File: config.mk
export PLATFORM = sky130hd
export DESIGN_NAME = smr_walk
export DESIGN_NICKNAME = d
export VERILOG_FILES = /design/src/hw/rtl/smr_pkg.sv /design/src/hw/rtl/smr_walk.sv
export SDC_FILE = /design/constraint.sdc
export NUM_CORES = 1
export LEC_CHECK = 0
export BUFFER_PORTS_ARGS = -buffer_cell sky130_fd_sc_hd__buf_2
export CAP_MARGIN = 5
export CORE_UTILIZATION = 57
export DETAILED_ROUTE_END_ITERATION = 10
export GPL_ROUTABILITY_DRIVEN = 0
export PLACE_DENSITY = 0.74
export RECOVER_POWER = 100
export REMOVE_ABC_BUFFERS = 1
export SETUP_SLACK_MARGIN = 0.4
export SYNTH_ARGS = -nofsm -noshare
export SYNTH_HDL_FRONTEND = slang
export SYNTH_SLANG_ARGS = --single-unit
export TNS_END_PERCENT = 10
File: constraint.sdc
create_clock -name clk_i -period 11.3 [get_ports clk_i]
set_input_delay 1.13 -clock clk_i [delete_from_list [all_inputs] [get_ports clk_i]]
set_output_delay 1.13 -clock clk_i [all_outputs]
set_load 0.01 [all_outputs]
File: src/hw/rtl/smr_pkg.sv
`timescale 1ns / 1ps
// smr_pkg: shared types, constants and helpers for the spiral order matrix reader
// no dependencies

package smr_pkg;

  // matrix geometry limits
  localparam int MAX_ROWS    = 16;
  localparam int MAX_COLUMNS = 16;
  localparam int MAX_DIM     = (MAX_ROWS > MAX_COLUMNS) ? MAX_ROWS : MAX_COLUMNS;
  localparam int STORE_DEPTH = MAX_ROWS * MAX_COLUMNS;

  // widths
  localparam int DATA_W    = 32;
  localparam int DIM_W     = 5;                       // configuration register width
  localparam int DIMV_W    = $clog2(MAX_DIM + 1);     // effective row / column count
  localparam int POS_W     = DIMV_W + 1;              // signed walk position and bound
  localparam int ADDR_W    = $clog2(STORE_DEPTH);
  localparam int CNT_W     = $clog2(STORE_DEPTH + 1); // element counts up to the depth
  localparam int CFG_IDX_W = 1;

  localparam logic signed [POS_W-1:0] POS_ONE = POS_W'(1);

  typedef enum logic {
    OP_LOAD = 1'b0,
    OP_READ = 1'b1
  } op_e;

  typedef enum logic [CFG_IDX_W-1:0] {
    REG_ROW_COUNT    = 1'b0,
    REG_COLUMN_COUNT = 1'b1
  } cfg_reg_e;

  typedef enum logic [1:0] {
    DIR_RIGHT = 2'd0,
    DIR_DOWN  = 2'd1,
    DIR_LEFT  = 2'd2,
    DIR_UP    = 2'd3
  } dir_e;

  // effective matrix shape
  typedef struct packed {
    logic [DIMV_W-1:0] rows;
    logic [DIMV_W-1:0] cols;
    logic [CNT_W-1:0]  total;
  } dims_t;

  // commands to the walk unit
  typedef struct packed {
    logic restart;
    logic step;
  } walk_ctl_t;

  // walk unit status for the current position
  typedef struct packed {
    logic              hit;
    logic              last;
    logic [ADDR_W-1:0] addr;
  } walk_stat_t;

  // zero counts as one, anything above the limit counts as the limit
  function automatic logic [DIMV_W-1:0] clamp_dim(input logic [DIM_W-1:0] raw,
                                                  input int unsigned limit);
    logic [DIMV_W-1:0] res;
    if (raw == '0) begin
      res = DIMV_W'(1);
    end else if (32'(raw) > limit) begin
      res = DIMV_W'(limit);
    end else begin
      res = DIMV_W'(raw);
    end
    return res;
  endfunction

endpackage

File: src/hw/rtl/smr_walk.sv
`timescale 1ns / 1ps
// smr_walk: spiral walk state (bounds, direction, position, emitted count)
// depends on smr_pkg

module smr_walk import smr_pkg::*; (
  input  logic       clk_i,
  input  logic       rst_ni,
  input  dims_t      dims_i,
  input  walk_ctl_t  ctl_i,
  output walk_stat_t stat_o
);

  // bottom and right bounds are kept as offsets from the matrix edge
  logic signed [POS_W-1:0] top_q, top_d;
  logic signed [POS_W-1:0] boff_q, boff_d;
  logic signed [POS_W-1:0] left_q, left_d;
  logic signed [POS_W-1:0] roff_q, roff_d;
  logic signed [POS_W-1:0] row_q, row_d;
  logic signed [POS_W-1:0] col_q, col_d;
  dir_e                    dir_q, dir_d;
  logic [CNT_W-1:0]        emitted_q, emitted_d;

  logic signed [POS_W-1:0] rows_s, cols_s;
  logic [CNT_W-1:0]        emitted_inc;
  logic [CNT_W-1:0]        addr_prod;

  assign rows_s      = $signed({1'b0, dims_i.rows});
  assign cols_s      = $signed({1'b0, dims_i.cols});
  assign emitted_inc = emitted_q + CNT_W'(1);

  // status of the current position
  assign stat_o.hit  = (emitted_q < dims_i.total) && (row_q >= 0) && (col_q >= 0);
  assign stat_o.last = (emitted_inc == dims_i.total);
  assign addr_prod   = CNT_W'(row_q[POS_W-2:0]) * CNT_W'(dims_i.cols);
  assign stat_o.addr = ADDR_W'(addr_prod + CNT_W'(col_q[POS_W-2:0]));

  // next walk state
  always_comb begin
    logic signed [POS_W-1:0] bot;
    logic signed [POS_W-1:0] right;
    logic                    moved;
    logic                    found;
    top_d     = top_q;
    boff_d    = boff_q;
    left_d    = left_q;
    roff_d    = roff_q;
    row_d     = row_q;
    col_d     = col_q;
    dir_d     = dir_q;
    emitted_d = emitted_q;
    moved     = 1'b0;
    found     = 1'b0;
    bot       = rows_s - POS_ONE - boff_q;
    right     = cols_s - POS_ONE - roff_q;
    if (ctl_i.restart) begin
      top_d     = '0;
      boff_d    = '0;
      left_d    = '0;
      roff_d    = '0;
      row_d     = '0;
      col_d     = '0;
      dir_d     = DIR_RIGHT;
      emitted_d = '0;
    end else if (ctl_i.step && stat_o.hit) begin
      emitted_d = emitted_inc;
      if (!stat_o.last) begin
        // move along the current segment
        unique case (dir_q)
          DIR_RIGHT: if (col_q < right) begin col_d = col_q + POS_ONE; moved = 1'b1; end
          DIR_DOWN:  if (row_q < bot)   begin row_d = row_q + POS_ONE; moved = 1'b1; end
          DIR_LEFT:  if (col_q > left_q) begin col_d = col_q - POS_ONE; moved = 1'b1; end
          DIR_UP:    if (row_q > top_q) begin row_d = row_q - POS_ONE; moved = 1'b1; end
          default: ;
        endcase
        // segment done: shrink a bound and turn until a segment is non-empty
        if (!moved) begin
          for (int k = 0; k < 4; k++) begin
            if (!found) begin
              case (dir_d)
                DIR_RIGHT: top_d  = top_d + POS_ONE;
                DIR_DOWN:  roff_d = roff_d + POS_ONE;
                DIR_LEFT:  boff_d = boff_d + POS_ONE;
                default:   left_d = left_d + POS_ONE;
              endcase
              dir_d = dir_e'(2'(dir_d + 2'd1));
              bot   = rows_s - POS_ONE - boff_d;
              right = cols_s - POS_ONE - roff_d;
              case (dir_d)
                DIR_RIGHT: begin row_d = top_d; col_d = left_d; end
                DIR_DOWN:  begin row_d = top_d; col_d = right;  end
                DIR_LEFT:  begin row_d = bot;   col_d = right;  end
                default:   begin row_d = bot;   col_d = left_d; end
              endcase
              found = (top_d <= bot) && (left_d <= right);
            end
          end
        end
      end
    end
  end

  // walk registers, reset to the start of a fresh walk
  always_ff @(posedge clk_i or negedge rst_ni) begin
    if (!rst_ni) begin
      top_q     <= '0;
      boff_q    <= '0;
      left_q    <= '0;
      roff_q    <= '0;
      row_q     <= '0;
      col_q     <= '0;
      dir_q     <= DIR_RIGHT;
      emitted_q <= '0;
    end else begin
      top_q     <= top_d;
      boff_q    <= boff_d;
      left_q    <= left_d;
      roff_q    <= roff_d;
      row_q     <= row_d;
      col_q     <= col_d;
      dir_q     <= dir_d;
      emitted_q <= emitted_d;
    end
  end

  // a hit always points inside the matrix
  a_hit_in_range: assert property (@(posedge clk_i) disable iff (!rst_ni)
    stat_o.hit |-> (row_q < rows_s) && (col_q < cols_s))
    else $error("walk position outside the matrix");

  // emitted count never passes the element total
  a_emitted_bound: assert property (@(posedge clk_i) disable iff (!rst_ni)
    emitted_q <= dims_i.total)
    else $error("emitted count beyond element total");

  // after the last element the walk stays finished
  a_end_of_walk: assert property (@(posedge clk_i) disable iff (!rst_ni)
    ctl_i.step && stat_o.hit && stat_o.last && !ctl_i.restart |=> !stat_o.hit)
    else $error("walk continued past the last element");

endmodule

Yosys cells after proc, flatten, opt, wreduce, memory -nomap -nowiden
Cells that the tools add are included.
- shift operators: 0
- muxes and demuxes: 229
- reductions and logical operators: 30
- divide/modulo/power cells: 0
- order comparisons: 13
- $mul: 1
- equality and inequality tests: 26
- add/subtract/negate cells: 38
- bitwise logic cells: 0
- operator list (cell ; number):
    $mux W6 ; 184
    $add A6 B2 Y6 const B ; 18
    $sub A6 B6 Y6 ; 10
    $mux W2 ; 19
    $le A6 B6 Y1 ; 6
    $pmux W6 S2 ; 2
    $mux W1 ; 21
    $eq A2 B2 Y1 const B ; 9
    $mux W9 ; 2
    $eq A2 B1 Y1 const B ; 8
    $logic_not A2 Y1 ; 8
    $ne A4 B4 Y1 const B ; 4
    $reduce_or A2 Y1 ; 8
    $ge A6 B1 Y1 const B ; 2
    $gt A6 B6 Y1 ; 2
    $lt A6 B6 Y1 ; 2
    $reduce_or A3 Y1 ; 4
    $sub A5 B1 Y6 const B ; 2
    $sub A6 B2 Y6 const B ; 2
    $reduce_and A5 Y1 ; 2
    $add A9 B1 Y9 const B ; 1
    $eq A9 B9 Y1 ; 1
    $lt A9 B9 Y1 ; 1
    $add A2 B1 Y2 const B ; 4
    other kinds (8) ; 15
- bits in writable memories: 0
- memories kept: 0
- memory bits (read-only): 0
- latch bits: 0
- logic and storage cells: 345
- register bits after elaboration: 47
- output and inout bits: 10

Depth between registers and ports, before layout
- word-level depth: 57
- depth in mapped cells: 47

Worst setup path before layout
OpenSTA, ideal clock, no wires.
- path kind: input to register
- start: input port dims_i[14] (netlist bit)
- end: register row_q[3]
- stages on the path: 41
- arrival time: 9.290 ns
- library setup time: 0.110 ns
- slack: 1.899 ns
- path through: inv_1 ha_1 inv_1 ha_1 a21oi_1 o21ai_0 maj3_1 maj3_1 xnor2_1 ha_1 nand4_1 o21bai_4 a31o_1 nand2_1 buf_2 buf_2 buf_1 nand2_1 (+5 left out) a21o_1 ha_1 nor2b_1 o21ai_0 nand2b_1 inv_1 maj3_2 o21bai_2 xor2_1 ha_1 a2111oi_0 o22ai_1 a211oi_1 nand2b_1 clkbuf_1 clkbuf_1 nor2_1 o41ai_1
- longest elaborated chain between the ends: 39
- RTL lines (item ; line ; RTL):
    start: declaration ; smr_walk.sv:8 ; input dims_t dims_i,
    $sub A5 B1 Y6 * ; smr_walk.sv:53, smr_walk.sv:86 ;
    $sub A6 B6 Y6 ; smr_walk.sv:86 ; bot = rows_s - POS_ONE - boff_d;
    $le A6 B6 Y1 ; smr_walk.sv:94 ; found = (top_d <= bot) && (left_d <= right);
    $logic_and A1 B1 Y1 ; smr_walk.sv:94 ;
    $mux W1 ; smr_walk.sv:76 ; if (!moved) begin
    $mux W1 ; smr_walk.sv:66 ; if (!stat_o.last) begin
    $mux W1 ; smr_walk.sv:64 ; end else if (ctl_i.step && stat_o.hit) begin
    $mux W1 ; smr_walk.sv:55 ; if (ctl_i.restart) begin
    (+23 left out) ; - ;
    $mux W6 ; smr_walk.sv:55 ;
    $sub A6 B6 Y6 ; smr_walk.sv:86 ;
    $mux W6 ; smr_walk.sv:88 ; case (dir_d)
    $mux W6 ; smr_walk.sv:78 ; if (!found) begin
    $mux W6 ; smr_walk.sv:76 ;
    $mux W6 ; smr_walk.sv:66 ;
    $mux W6 ; smr_walk.sv:64 ;
    $mux W6 ; smr_walk.sv:55 ;
    end signal: assignment ; smr_walk.sv:118 ; row_q <= row_d;
    end: declaration ; smr_walk.sv:18 ; logic signed [POS_W-1:0] row_q, row_d;
Every way passes the cells marked *; elsewhere a longest branch is shown, timed or not. The select of a mux whose other input is x is not followed.
A chain may end at the register's enable or synchronous reset.

Worst setup path after layout
- start: register dir_q[0]
- end: register row_q[2]
- longest elaborated chain between the ends: 48
- RTL lines (item ; line ; RTL):
    start: declaration ; smr_walk.sv:20 ; dir_e dir_q, dir_d;
    start signal: assignment ; smr_walk.sv:120 ; dir_q <= dir_d;
    $eq A2 B2 Y1 ; smr_walk.sv:68, smr_walk.sv:79 ;
    $mux W6 ; smr_walk.sv:79 ; case (dir_d)
    $mux W6 ; smr_walk.sv:76 ;
    $mux W6 ; smr_walk.sv:66 ;
    $mux W6 ; smr_walk.sv:64 ;
    $mux W6 ; smr_walk.sv:55 ;
    $mux W6 ; smr_walk.sv:76 ;
    $mux W6 ; smr_walk.sv:66 ;
    (+32 left out) ; - ;
    $mux W6 ; smr_walk.sv:55 ;
    $sub A6 B6 Y6 ; smr_walk.sv:86 ;
    $mux W6 ; smr_walk.sv:88 ;
    $mux W6 ; smr_walk.sv:78 ;
    $mux W6 ; smr_walk.sv:76 ;
    $mux W6 ; smr_walk.sv:66 ;
    $mux W6 ; smr_walk.sv:64 ;
    $mux W6 ; smr_walk.sv:55 ;
Several ways; a longest one is shown, not always the timed one. The select of a mux whose other input is x is not followed.

==> key figures <==
Critical path
  – Data required time at the worst endpoint: 11.49 ns
  – Crit Path Max Fanout: 12
  – Reg2reg end: row_q[2]$_DFFE_PN0P_
  – CP arrival: 10.41 ns
  – R2R cell count: 39
  – Crit-path slowest cell: dfrtp_1
  – Critical Path Source Type: flip-flop
  – Crit path kind: reg2reg
  – Critical path's top delay family: adder cells
  – Critical path buffers and inverters: 4
  – Crit path largest cell delay: 0.58 ns
  – RR Startpoint: dir_q[0]$_DFFE_PN0P_
  – Reg2Reg Setup Slack: 1.08 ns
  – Crit path capture type: flip-flop

Timing
  – Slew Limit Fails: 48
  – Minimum clock period: 10.22 ns
  – Worst Max-Slew Pin Slew: 2.779 ns
  – Setup Total Neg Slack: 0 ns
  – Hold Vio Cnt, Final: 0
  – RSZ-0062 raised after global routing: yes
  – Clock Skews: 0.004070 ns
  – Max Clk Rate: 0.09785 GHz
  – Final setup fails: 0
  – Fin crit share: 90.44%
  – Slew margin rel.: -85.28%

Finish
  – Post-layout util: 60.94%
  – Share of layout cells above drive strength 1: 8.300%
  – Layout Cells excl Fill: 1777
  – Nets: 1709
  – Area Overhead vs Synth: 4.680%

Clock tree
  – Root buf cell: clkbuf_16
  – Post-CTS Hold Buffers: 0
  – CTS Sinks: 47
  – CTS tree: done
  – Post-CTS Resized: 0
  – Post-CTS Setup Inserts: 0
  – Clock Latency Late Sink: 0.29 ns
  – Num CTS Buffers: 5
  – Htree depth: 2
  – Clock Path Buffers: 2
  – Worst-path clk slew: 0.07 ns

Outcome
  – Run status: finished with violations
  – Failing checks: max-capacitance violations, max-slew violations

Synthesis
  – Synth unique cells: 107
  – Asr flop ratio synth: 100.0%
  – Synth Flop Type: dfrtp_1
  – Largest cells by area after synthesis: ha_1, xnor2_1, dfrtp_1
  – #FFs+latches synth: 47
  – Top cell type's share of synthesized area: 16.52%
  – Synthesized area: 11820 um^2
  – EDFF count, synth: 0
  – Syn Inst Count: 1499
  – Synthesis Warnings: 0
  – Area leader, netlist: ha_1
  – Seq/Total Area, Yosys: 9.952%
  – Syn Area/Cell: 7.884 um^2

Route
  – Vias per cell: 6.375
  – Via count: 11330
  – DR DRC count: 0
  – First-pass DRT Iterations: 7
  – WL/cell: 20.50 um
  – DR iter-0 viols: 1380
  – Drt total wl: 36.43 mm
  – Routed Antenna Nets: 0

Min path
  – Worst Hold Endpoint: top_q[5]$_DFFE_PN0P_
  – WHS Path Cells: 2
  – Min-Delay Path Class: reg2reg
  – Min-delay src: top_q[5]$_DFFE_PN0P_

Place
  – IO Port Bufs: 32
  – Hpwl dp: 29.26 mm
  – Dpl cells: 1768

Floorplan
  – Core Rows: 52
  – Die height: 146.0 um
  – Initial Utilization: 58.22%
  – CORE AREA: 20300 um^2
  – I/O pin total: 33
  – DIE AREA: 21310 um^2
  – Die width: 146.0 um

Global route
  – Largest net degree at the start of global routing: 51
  – Vias in the first global route: 10750
  – Initial antenna violation count: 1
  – Global-route wire length before repair: 57.78 mm
  – GRT Util Overall: 34.29%
  – Gr ovfl total: 0

Job
  – Max Cap Viol: 1
per-stage QoR:
stage	hold WS, ns	setup WS (ns)	cell area (um^2)
2_1_floorplan	0.4498	1.051	11580
3_3_place_gp	0.4615	1.192	12240
3_5_place_dp	0.4752	0.7921	12240
4_1_cts	0.4908	1.081	12380
5_1_grt	0.5437	0.3328	12370
6_report	0.4924	1.080	12370
kinds of logic (layout without fill, tap and decap cells):
| family | count (synthesis) | in the layout | synth area share, % |
|---|---|---|---|
| AO/OA/AOI/OAI | 349 | 349 | 20.72 |
| other | 0 | 1 | 0 |
| flip-flops | 47 | 47 | 9.952 |
| multiplexers | 31 | 31 | 2.763 |
| XOR/XNOR | 236 | 236 | 18.84 |
| buffers and inverters | 178 | 185 | 5.971 |
| adder cells (fa/ha/maj) | 196 | 196 | 22.03 |
| AND/OR/NAND/NOR | 462 | 462 | 19.72 |
tightest hold or removal path: cells and delay by family (launching register included):
kind	cells	cell delay, ns
AND/OR/NAND/NOR	1	0.05
flip-flops	1	0.35
AO/OA/AOI/OAI	1	0.06
cell usage in the layout (no fill, tap or decap), types with 25 or more instances in the layout:
cell type,netlist,layout
ha_1,156,156
xnor2_1,151,151
nand2_1,148,148
inv_1,119,119
nor2_1,92,91
a21oi_1,79,79
o21ai_0,72,73
xor2_1,70,70
dfrtp_1,47,47
nor3_1,38,38
nand3_1,33,33
a21o_1,29,29
fa_1,25,25
buf_2,18,25
registers in the layout, summed over array words and instances, names as in the netlist:
| name | flops |
|---|---|
| left_q | 6 |
| emitted_q | 9 |
| top_q | 6 |
| col_q | 6 |
| boff_q | 6 |
| roff_q | 6 |
| dir_q | 2 |
| row_q | 6 |
routing by layer:
metal | track usage (%) | part of all wire [%] | wire (um)
met5 | 0 | 0 | 0
met3 | 5.172 | 10 | 3787
met1 | 47.40 | 42 | 15420
met2 | 54.26 | 44 | 15960
met4 | 12.08 | 3.5 | 1258
cell usage after synthesis (29+ instances only):
master / instances
ha_1: 156
a21o_1: 29
nor2_1: 92
dfrtp_1: 47
nand3_1: 33
xor2_1: 70
a21oi_1: 79
clkbuf_1: 30
nand2_1: 148
xnor2_1: 151
o21ai_0: 72
inv_1: 119
nor3_1: 38
final cells by class:
| type | count | area, um^2 |
|---|---|---|
| diodes | 1 | 2.502 |
| clock buffers | 6 | 128.9 |
| clock inverters | 2 | 12.51 |
| fillers | 1873 | 7929 |
| inverters | 125 | 469.2 |
| multi-input cells | 1274 | 9946 |
| flip-flops and latches | 47 | 1176 |
| well taps | 270 | 337.8 |
| repair buffers | 52 | 297.8 |
how the worst max path moves through the flow:
stage                               from                   end  slack, ns  cells after the start
CTS                            dims_i[9]  col_q[2]$_DFFE_PN0P_       1.08                     41
global route        dir_q[0]$_DFFE_PN0P_  row_q[2]$_DFFE_PN0P_       0.33                     39
global placement               dims_i[9]  col_q[2]$_DFFE_PN0P_       1.19                     40
finish              dir_q[0]$_DFFE_PN0P_  row_q[2]$_DFFE_PN0P_       1.08                     39
detailed placement             dims_i[9]  col_q[2]$_DFFE_PN0P_       0.79                     41
floorplan                     dims_i[14]  row_q[0]$_DFFE_PN0P_       1.05                     34
Power is not shown: default switching activity piles up to over one toggle a cycle in this logic, so the estimate is an artifact.
